$ cat src/rtl/vsp_pkg.sv
`timescale 1ns / 1ps
// ----------------------------------------------------------------------------
// vsp_pkg: shared types and constants of the version string parser
// character codes, phase codes, parser state and result records
// ----------------------------------------------------------------------------
package vsp_pkg;

   // upper bound of one numeric part, clipped to the 16-bit result fields
   localparam int unsigned PART_MAX   = 32'd65535;
   localparam logic [15:0] PART_LIMIT =
      16'((PART_MAX < 32'd65535) ? PART_MAX : 32'd65535);

   // character codes
   localparam logic [7:0] CH_NUL  = 8'h00;
   localparam logic [7:0] CH_DASH = 8'h2d;
   localparam logic [7:0] CH_DOT  = 8'h2e;
   localparam logic [7:0] CH_0    = 8'h30;
   localparam logic [7:0] CH_9    = 8'h39;
   localparam logic [7:0] CH_UP_A = 8'h41;
   localparam logic [7:0] CH_UP_V = 8'h56;
   localparam logic [7:0] CH_UP_Z = 8'h5a;
   localparam logic [7:0] CH_LO_A = 8'h61;
   localparam logic [7:0] CH_LO_V = 8'h76;
   localparam logic [7:0] CH_LO_Z = 8'h7a;

   // parser phases
   localparam logic [2:0] PH_START     = 3'd0;
   localparam logic [2:0] PH_MAJOR     = 3'd1;
   localparam logic [2:0] PH_MINOR     = 3'd2;
   localparam logic [2:0] PH_PATCH     = 3'd3;
   localparam logic [2:0] PH_SUF_EMPTY = 3'd4;
   localparam logic [2:0] PH_SUF       = 3'd5;

   typedef struct packed {
      logic [2:0]  phase;
      logic        failed;
      logic        digit_seen;
      logic [15:0] accum;
      logic [15:0] major_hold;
      logic [15:0] minor_hold;
   } parse_state_type;

   typedef struct packed {
      logic        valid_res;
      logic [15:0] ver_major;
      logic [15:0] ver_minor;
      logic [15:0] ver_patch;
      logic        suffix_flag;
   } result_type;

   localparam parse_state_type STATE_RESET = '{
      phase: PH_START, failed: 1'b0, digit_seen: 1'b0,
      accum: 16'd0, major_hold: 16'd0, minor_hold: 16'd0};

   function automatic logic is_dec_digit(input logic [7:0] c);
      return c inside {[CH_0:CH_9]};
   endfunction

   function automatic logic is_suffix_char(input logic [7:0] c);
      return c inside {[CH_0:CH_9], [CH_UP_A:CH_UP_Z], [CH_LO_A:CH_LO_Z],
                       CH_DOT, CH_DASH};
   endfunction

endpackage

$ cat src/rtl/version_string_parser.sv
`timescale 1ns / 1ps
// ----------------------------------------------------------------------------
// version_string_parser: streaming parser for dotted version strings
// reads [v|V]major.minor.patch[-suffix] one byte per item, zero terminated
// ----------------------------------------------------------------------------
// usage
//  - req channel: one byte of the string per item on req_ch; a zero byte
//    ends the string and produces exactly one result item
//  - rsp channel: valid flag, the three parts and the suffix flag; when the
//    string is invalid every field is zero
//  - throughput: one byte per cycle unless req_stall holds the input, also across string boundaries
//  - a terminator passes the input register, then the result register written
//    from the step; it waits in the input register while the result slot is full
//  - the parser state is updated by one step of shift-add and compare logic
//    per byte, which sets the single-cycle rate
//  - when the receiver stalls, the result register holds; nonzero bytes keep
//    flowing, and only a second terminator waits in the input register
//  - reset clears the input and result valids and returns the parser to
//    the start of a string
// ----------------------------------------------------------------------------
module version_string_parser
   import vsp_pkg::*;
(
   input  logic        clock,
   input  logic        reset,
   input  logic        req_valid,
   output logic        req_stall,
   input  logic [7:0]  req_ch,
   output logic        rsp_valid,
   input  logic        rsp_stall,
   output logic        rsp_valid_res,
   output logic [15:0] rsp_ver_major,
   output logic [15:0] rsp_ver_minor,
   output logic [15:0] rsp_ver_patch,
   output logic        rsp_suffix_flag
);

   // input register
   logic            in_valid_ff;
   logic            in_valid_in;
   logic [7:0]      in_ch_ff;

   // parser state
   parse_state_type state_ff;
   parse_state_type state_in;
   result_type      step_res;

   // result register
   logic            rsp_valid_ff;
   logic            rsp_valid_in;
   result_type      rsp_ff;

   logic            out_free;
   logic            proc;
   logic            is_term;

   assign is_term  = (in_ch_ff == CH_NUL);
   // the result slot is free if empty or being taken this cycle
   assign out_free = !rsp_valid_ff || !rsp_stall;
   // a byte moves on unless it is a terminator with nowhere to go
   assign proc     = in_valid_ff && (!is_term || out_free);
   assign req_stall = in_valid_ff && !proc;

   vsp_step u_step (
      .cur_state (state_ff),
      .ch        (in_ch_ff),
      .nxt_state (state_in),
      .result    (step_res)
   );

   assign in_valid_in  = req_stall ? in_valid_ff : req_valid;
   assign rsp_valid_in = (proc && is_term) ? 1'b1 : (rsp_stall ? rsp_valid_ff : 1'b0);

   always_ff @(posedge clock) begin
      if (reset) begin
         in_valid_ff  <= 1'b0;
         rsp_valid_ff <= 1'b0;
         state_ff     <= STATE_RESET;
      end else begin
         in_valid_ff  <= in_valid_in;
         rsp_valid_ff <= rsp_valid_in;
         if (proc) begin
            state_ff <= state_in;
         end
      end
   end

   // payload registers
   always_ff @(posedge clock) begin
      if (req_valid && !req_stall) begin
         in_ch_ff <= req_ch;
      end
      if (proc && is_term) begin
         rsp_ff <= step_res;
      end
   end

   assign rsp_valid       = rsp_valid_ff;
   assign rsp_valid_res   = rsp_ff.valid_res;
   assign rsp_ver_major   = rsp_ff.ver_major;
   assign rsp_ver_minor   = rsp_ff.ver_minor;
   assign rsp_ver_patch   = rsp_ff.ver_patch;
   assign rsp_suffix_flag = rsp_ff.suffix_flag;

`ifndef NO_ASSERTIONS
   // an invalid result carries all-zero fields
   a_invalid_zero: assert property (@(posedge clock) disable iff (reset)
      rsp_valid_ff && !rsp_ff.valid_res |->
         rsp_ff.ver_major == 16'd0 && rsp_ff.ver_minor == 16'd0 &&
         rsp_ff.ver_patch == 16'd0 && !rsp_ff.suffix_flag)
      else $error("invalid result with nonzero fields");

   // a suffix is only reported on a valid string
   a_suffix_valid: assert property (@(posedge clock) disable iff (reset)
      rsp_valid_ff && rsp_ff.suffix_flag |-> rsp_ff.valid_res)
      else $error("suffix flag on invalid result");

   // a terminator returns the parser to the start of a string
   a_term_restart: assert property (@(posedge clock) disable iff (reset)
      proc && is_term |=> state_ff.phase == PH_START && !state_ff.failed &&
         state_ff.accum == 16'd0)
      else $error("parser not restarted after terminator");

   // a result only appears after a terminator was processed
   a_rsp_source: assert property (@(posedge clock) disable iff (reset)
      $rose(rsp_valid_ff) |-> $past(in_valid_ff && is_term))
      else $error("result without terminator");
`endif

endmodule

$ cat src/rtl/vsp_step.sv
`timescale 1ns / 1ps
// ----------------------------------------------------------------------------
// vsp_step: next-state and result logic for one byte
// advances the parser by one character; a zero byte closes the string
// ----------------------------------------------------------------------------
module vsp_step
   import vsp_pkg::*;
(
   input  parse_state_type cur_state,
   input  logic [7:0]      ch,
   output parse_state_type nxt_state,
   output result_type      result
);

   logic [2:0]  pe;
   logic [15:0] acc;
   logic        ds;
   logic [19:0] prod;
   logic [15:0] acc_sat;
   logic        ok;

   // a new string enters the major part with a cleared accumulator
   assign pe   = (cur_state.phase == PH_START) ? PH_MAJOR : cur_state.phase;
   assign acc  = (cur_state.phase == PH_START) ? 16'd0 : cur_state.accum;
   assign ds   = (cur_state.phase == PH_START) ? 1'b0 : cur_state.digit_seen;

   // acc * 10 + digit as shift and add
   assign prod = 20'({acc, 3'b000}) + 20'({acc, 1'b0}) + 20'(ch[3:0]);
   assign acc_sat = (prod > 20'(PART_LIMIT)) ? PART_LIMIT : prod[15:0];

   assign ok = !cur_state.failed &&
               ((cur_state.phase == PH_PATCH && cur_state.digit_seen) ||
                cur_state.phase == PH_SUF);

   always_comb begin
      nxt_state = cur_state;
      result    = '0;
      if (ch == CH_NUL) begin
         if (ok) begin
            result.valid_res   = 1'b1;
            result.ver_major   = cur_state.major_hold;
            result.ver_minor   = cur_state.minor_hold;
            result.ver_patch   = cur_state.accum;
            result.suffix_flag = (cur_state.phase == PH_SUF);
         end
         nxt_state = STATE_RESET;
      end else if (!cur_state.failed) begin
         nxt_state.phase      = pe;
         nxt_state.accum      = acc;
         nxt_state.digit_seen = ds;
         if (cur_state.phase == PH_START && (ch == CH_LO_V || ch == CH_UP_V)) begin
            // optional prefix, nothing else to do
         end else begin
            case (pe)
               PH_MAJOR, PH_MINOR, PH_PATCH: begin
                  if (is_dec_digit(ch)) begin
                     nxt_state.accum      = acc_sat;
                     nxt_state.digit_seen = 1'b1;
                  end else if (ch == CH_DOT && pe != PH_PATCH && ds) begin
                     if (pe == PH_MAJOR) begin
                        nxt_state.major_hold = acc;
                     end else begin
                        nxt_state.minor_hold = acc;
                     end
                     nxt_state.phase      = 3'(pe + 3'd1);
                     nxt_state.accum      = 16'd0;
                     nxt_state.digit_seen = 1'b0;
                  end else if (ch == CH_DASH && pe == PH_PATCH && ds) begin
                     nxt_state.phase = PH_SUF_EMPTY;
                  end else begin
                     nxt_state.failed = 1'b1;
                  end
               end
               PH_SUF_EMPTY, PH_SUF: begin
                  if (is_suffix_char(ch)) begin
                     nxt_state.phase = PH_SUF;
                  end else begin
                     nxt_state.failed = 1'b1;
                  end
               end
               default: begin
                  nxt_state.failed = 1'b1;
               end
            endcase
         end
      end
   end

endmodule

$ cat config.mk
export PLATFORM = sky130hd
export DESIGN_NAME = version_string_parser
export DESIGN_NICKNAME = d
export VERILOG_FILES = /design/src/rtl/vsp_pkg.sv /design/src/rtl/version_string_parser.sv /design/src/rtl/vsp_step.sv
export SDC_FILE = /design/constraint.sdc
export NUM_CORES = 1
export LEC_CHECK = 0
export BUFFER_PORTS_ARGS = -buffer_cell sky130_fd_sc_hd__buf_2
export CAP_MARGIN = 10
export CORE_ASPECT_RATIO = 1.4
export CORE_UTILIZATION = 50
export DETAILED_ROUTE_END_ITERATION = 8
export PLACE_DENSITY = 0.71
export SLEW_MARGIN = 20
export SYNTH_ARGS = -nofsm -noshare
export SYNTH_HDL_FRONTEND = slang
export SYNTH_HIERARCHICAL = 1
export SYNTH_SLANG_ARGS = --single-unit
$ cat constraint.sdc
create_clock -name clock -period 4.4 [get_ports clock]
set_input_delay 0.44 -clock clock [delete_from_list [all_inputs] [get_ports clock]]
set_output_delay 0.44 -clock clock [all_outputs]
set_load 0.05 [all_outputs]
# After elaboration in Yosys (flattened, before gate mapping)
# Cells that the tools add are included.
# Widths: inputs -> output; s select.
dict set report word_totals {
  reg_bits 113
  input_bits 12
  output_inout_bits 52
}
dict set report op_classes {
  n_addsub 3
  magnitude_cmp 7
  eq_ne 17
  n_mux 25
  n_reduce_logical 36
}
# op count
set op_table {}
lappend op_table {{$mux 53} 3}
lappend op_table {{$mux 49} 2}
lappend op_table {{$mux 16} 4}
lappend op_table {{$mux 50} 1}
lappend op_table {{$mux 32} 1}
lappend op_table {{$add 19x17->20} 1}
lappend op_table {{$add 20x4->20} 1}
lappend op_table {{$gt 20x16->1 const B} 1}
lappend op_table {{$mux 17} 1}
lappend op_table {{$eq 8x6->1 const B} 2}
lappend op_table {{$eq 8x7->1 const B} 2}
lappend op_table {{$ge 8x7->1 const B} 2}
lappend op_table {{$le 8x7->1 const B} 2}
lappend op_table {{$logic_and 1x1->1} 14}
lappend op_table {{$reduce_and 7->1} 2}
lappend op_table {{$mux 3} 4}
lappend op_table {{$eq 3x2->1 const B} 3}
lappend op_table {{$eq 3x3->1 const B} 3}
lappend op_table {{$ge 8x6->1 const B} 1}
lappend op_table {{$le 8x6->1 const B} 1}
lappend op_table {{$logic_not 8->1} 1}
lappend op_table {{$logic_not 1->1} 6}
lappend op_table {{$mux 1} 6}
lappend op_table {{$ne 2x2->1 const B} 3}
lappend op_table {{14 further kinds} 21}

# Logic depth before layout (Yosys ltp)
dict set report logic_depth {
  depth_word 12
  ltp_mapped 19
  mapped_depth_nobuf 15
}

# Hierarchy
# Netlist, hierarchy kept.
# module instances cells_each area_each_um2
set by_module_without_submodules {}
lappend by_module_without_submodules {version_string_parser 1 442 4827.1}
lappend by_module_without_submodules {vsp_step 1 460 2708.8}

# Least setup slack after synthesis
# OpenSTA, ideal clock, no wires.
dict set report synth_timing {
  path_type {reg-to-reg}
  from {register in_ch_ff[0]}
  to {register rsp_ff (netlist bit rsp_suffix_flag) (enable)}
  setup_time_ps 474
  arrival_time_ps 3595
  setup_slack_ps 331
  path_stages_with_launch 4
  period_less_slack_ps 4069
  path_cell_list {edfxtp_1 nor4_4 nand3_1 a21oi_1}
}
dict set report synth_via {
  elab_chain_cells 5
}
# element line_no
set synth_lines {}
lappend synth_lines {{start: declaration} version_string_parser.sv:41} ;# logic [7:0] in_ch_ff;
lappend synth_lines {{start signal: assignment} version_string_parser.sv:91} ;# in_ch_ff <= req_ch;
lappend synth_lines {{$logic_not 8->1 (*)} version_string_parser.sv:57} ;# assign is_term = (in_ch_ff == CH_NUL);
lappend synth_lines {{$logic_not 1->1} version_string_parser.sv:61} ;# assign proc = in_valid_ff && (!is_term || out_free);
lappend synth_lines {{$logic_or 1x1->1} version_string_parser.sv:61}
lappend synth_lines {{$logic_and 1x1->1} version_string_parser.sv:61}
lappend synth_lines {{$logic_and 1x1->1 (*)} version_string_parser.sv:93} ;# if (proc && is_term) begin
lappend synth_lines {{end signal: assignment} version_string_parser.sv:94} ;# rsp_ff <= step_res;
lappend synth_lines {{end: declaration} version_string_parser.sv:51} ;# result_type rsp_ff;
# Mark *: on every way between the ends. The rest lies on a longest branch, timed or not.
# A chain may end at the register's enable or synchronous reset.

==> key figures <==
Clocking
  – H-tree depth: 4
  – CTS max path bufs: 2
  – Clock-pin slew on the worst setup and hold paths: 0.06 ns
  – Post-CTS setup buffer count: 0
  – CTS sink cnt: 113
  – CTS root buffer: clkbuf_16
  – CTS Hold Bufs: 0
  – Num CTS Buffers: 17
  – CTS tree: yes
  – Clock latency on the worst-skew pair: 0.42 ns

Synthesis
  – Cells after Synth: 902
  – Synth Warn #: 6
  – Top cells by area, synth: edfxtp_1 23%, dfxtp_1 15%, o221ai_1 6.2%
  – Post-synth EDFFs: 58
  – Syn nets: 947
  – Yosys top cell area share: 23.1%
  – Cell taking the most area after synthesis: edfxtp_1
  – Flop and latch count out of synthesis: 113
  – Avg Inst Size Synth: 8.35 um2
  – Cell with the most instances after synthesis: nand2_1
  – Sequential area share after synthesis: 37.7%
  – Post-synth top cells: 108 x nand2_1, 79 x nor2_1, 74 x a21oi_1
  – Ys async rst share: 0%
  – Ys flop type: edfxtp_1
  – Post-Syn Area: 0.00754 mm2
  – Library cells used by synthesis: 57

Pwr
  – Power Dens Cells: 314 mW/mm2
  – Lkg Pwr: 3.35 nW
  – VDD IR-drop max: 253 uV
  – Total power: 2.68 mW

Setup path
  – R2R Path Start: state_ff[50]$_SDFFE_PP0P_
  – R2r setup slk: 0.25 ns
  – FF-to-FF End: state_ff[39]$_SDFFE_PP0P_
  – Crit Path Category: flip-flop to flip-flop
  – Startpoint Class: flip-flop
  – Reg2reg path depth: 14
  – Peak fanout along the critical path: 16
  – Data required time at the worst endpoint: 4.66 ns
  – Critical path capture point type: flip-flop
  – Crit path arrival time: 4.41 ns
  – CP startpoint: state_ff[50]$_SDFFE_PP0P_
  – CP endpoint: state_ff[39]$_SDFFE_PP0P_

Cells and area
  – Share of cells above drive strength 1: 14.4%
  – Diode count: 0
  – Finished Cell Area: 0.00855 mm2
  – Area Growth Syn to Fin: 13.5%
  – Final net count: 974

Drt
  – Routed WL: 20.9 mm
  – Pre-Repair DR Iteration Count: 5
  – Drt initial violations: 667
  – Avg WL per Cell: 18.5 um
  – Post-DRT Antenna Nets: 0
  – DRC: 0
  – Via count: 7184
  – Vias/cell: 6.35

Placement
  – GPL Wtd Cong: 0.985
  – Area after DPL: 0.00796 mm2
  – Dpl ws: 0.203 ns
  – DPL Wire Length: 12.7 mm
  – Port Buffers: 63

Timing
  – Final count of negative-setup-slack endpoints: 0
  – Fmax: 241 MHz
  – Unrepaired setup endpoints after global routing: no
  – Slew margin rel.: 21.9%
  – Final WS setup: 0.247 ns
  – Crit path time final: 4.15 ns
  – Final Cycle Share: 94.4%
  – Worst-Margin Slew: 1.17 ns
  – Max Slew Vio Count: 0
  – Setup Skew: 0.0145 ns
  – Final hold vios: 0
  – Final TNS setup: 0 ns

Global route
  – Global-route wire length before repair: 33.5 mm
  – Global Route Usage Sum: 27.0%
  – Grt ovf: 0
  – Number of global-route vias before repair: 6578
  – Largest net degree at the start of global routing: 109
  – Initial antenna violation count: 0

Floorplan
  – Std cell rows: 52
  – Initial Util: 51.7%
  – Die extent in x: 106 um
  – IO Pins: 64
  – Die ar.: 0.0156 mm2
  – Die H: 147 um
  – Core area: 0.0146 mm2

Run status
  – Status: finished, final reports clean

Job
  – Maximum capacitance violations: 0

Hold path
  – Class of the worst hold path: primary input to flip-flop
-- worst min path at each step --
stage	to	start	slack, ns	depth (start not counted)
after floorplan	state_ff[50]$_SDFFE_PP0P_	state_ff[50]$_SDFFE_PP0P_	0.48	2
after global placement	state_ff[14]$_SDFFE_PP0P_	state_ff[14]$_SDFFE_PP0P_	0.53	2
after detailed placement	state_ff[8]$_SDFFE_PP0P_	state_ff[8]$_SDFFE_PP0P_	0.54	2
after CTS	in_ch_ff[3]$_DFFE_PP_	req_ch[3]	0.19	1
after global routing	in_ch_ff[3]$_DFFE_PP_	req_ch[3]	0.18	1
final	in_ch_ff[6]$_DFFE_PP_	req_ch[6]	0.19	1
-- report_power, final --
group / leakage (nW) / total [mW] / internal, mW / switching [mW]
Sequential: 1.00 / 1.13 / 1.11 / 0.0216
Combinational: 2.08 / 0.148 / 0.0445 / 0.103
Clock: 0.274 / 1.40 / 0.886 / 0.517
Total: 3.35 / 2.68 / 2.04 / 0.642
-- area by class of cell --
| type | instances | area [um2] |
|---|---|---|
| fill | 1343 | 6020 |
| multi-input combinational | 688 | 4300 |
| sequential | 113 | 2850 |
| timing repair buffer | 87 | 495 |
| clock buffer | 18 | 429 |
| tap | 189 | 236 |
| clock inverter | 14 | 164 |
| inverter | 22 | 82.6 |
-- kinds of logic (layout without fill, tap and decap cells) --
logic type                 Yosys count  in the layout  share of synthesized area (%)
buffers and inverters              101            141                           5.60
xor gates and xnor gates            14             14                           1.63
muxes                                2              2                          0.299
adders and majority gates           34             34                           5.71
DFF                                113            113                           37.7
and+or+nand+nor                    391            391                           27.2
AOI/OAI and AO/OA                  247            247                           21.8
-- per-layer routing --
metal	GRT usage [%]	routed length, um	vias up
li1	-	-	3394
met1	34.1	8520	3358
met2	42.9	9730	370
met3	3.77	1530	62
met4	17.9	1100	0
met5	0	0	-
-- timing repair --
| action | CTS | global route |
|---|---|---|
| resized for setup | 0 | 1 |
| hold endpoints to repair | 0 | 0 |
| endpoints found under the setup margin | 0 | 16 |
-- flip-flops by register name, summed over array words and instances (netlist names) --
register         flops
in_valid_ff          1
rsp_suffix_flag      1
rsp_ver_patch       16
in_ch_ff             8
rsp_ver_major       16
rsp_valid_res        1
rsp_valid            1
state_ff            53
rsp_ver_minor       16
-- metrics by stage --
stage | hold slack (ns) | util [%] | instances
finish | 0.194 | 58.7 | 1131
global route | 0.184 | 58.7 | 1131
CTS | 0.192 | 58.7 | 1131
detailed placement | 0.536 | 54.6 | 1099
global placement | 0.527 | 54.6 | 1099
floorplan | 0.476 | - | 902
-- placed cells by master (no fill, tap or decap), types with 2 or more instances in the layout --
cell type and count:
xnor2_1 7, ha_1 32, and4_1 2, a21o_1 3, nand2_1 107, nand2b_1 2
dfxtp_1 54, clkbuf_16 17, nand4_1 57, o221ai_1 53, a31oi_1 57, nand3_1 8
clkinvlp_4 6, bufinv_16 3, o21ai_0 12, nor2b_1 55, o31ai_1 2, xor2_1 7
buf_2 63, a21oi_1 73, a2111oi_0 2, o22ai_1 2, nor2_1 79, or3_1 3
a211oi_1 5, and2_1 51, clkinv_2 4, o211ai_1 5, nor4_4 2, o21ai_1 4
inv_1 22, o21a_1 19, mux2_2 2, edfxtp_1 58, and3_1 4, nor3_1 7
buf_4 24
-- worst max-delay path, stage by stage (launching register included) --
cell and delay, ns:
dfxtp_1 0.31, or3_4 0.45, buf_4 0.20, nand2_1 0.20
inv_1 0.13, ha_1 0.24, ha_1 0.37, a21o_1 0.22
a2111oi_0 0.61, a21oi_1 0.17, nand4_1 0.17, nand4b_4 0.30
o21a_1 0.30, a31oi_1 0.18, o221ai_1 0.14
No activity file was read; power rests on OpenSTA's default activity.
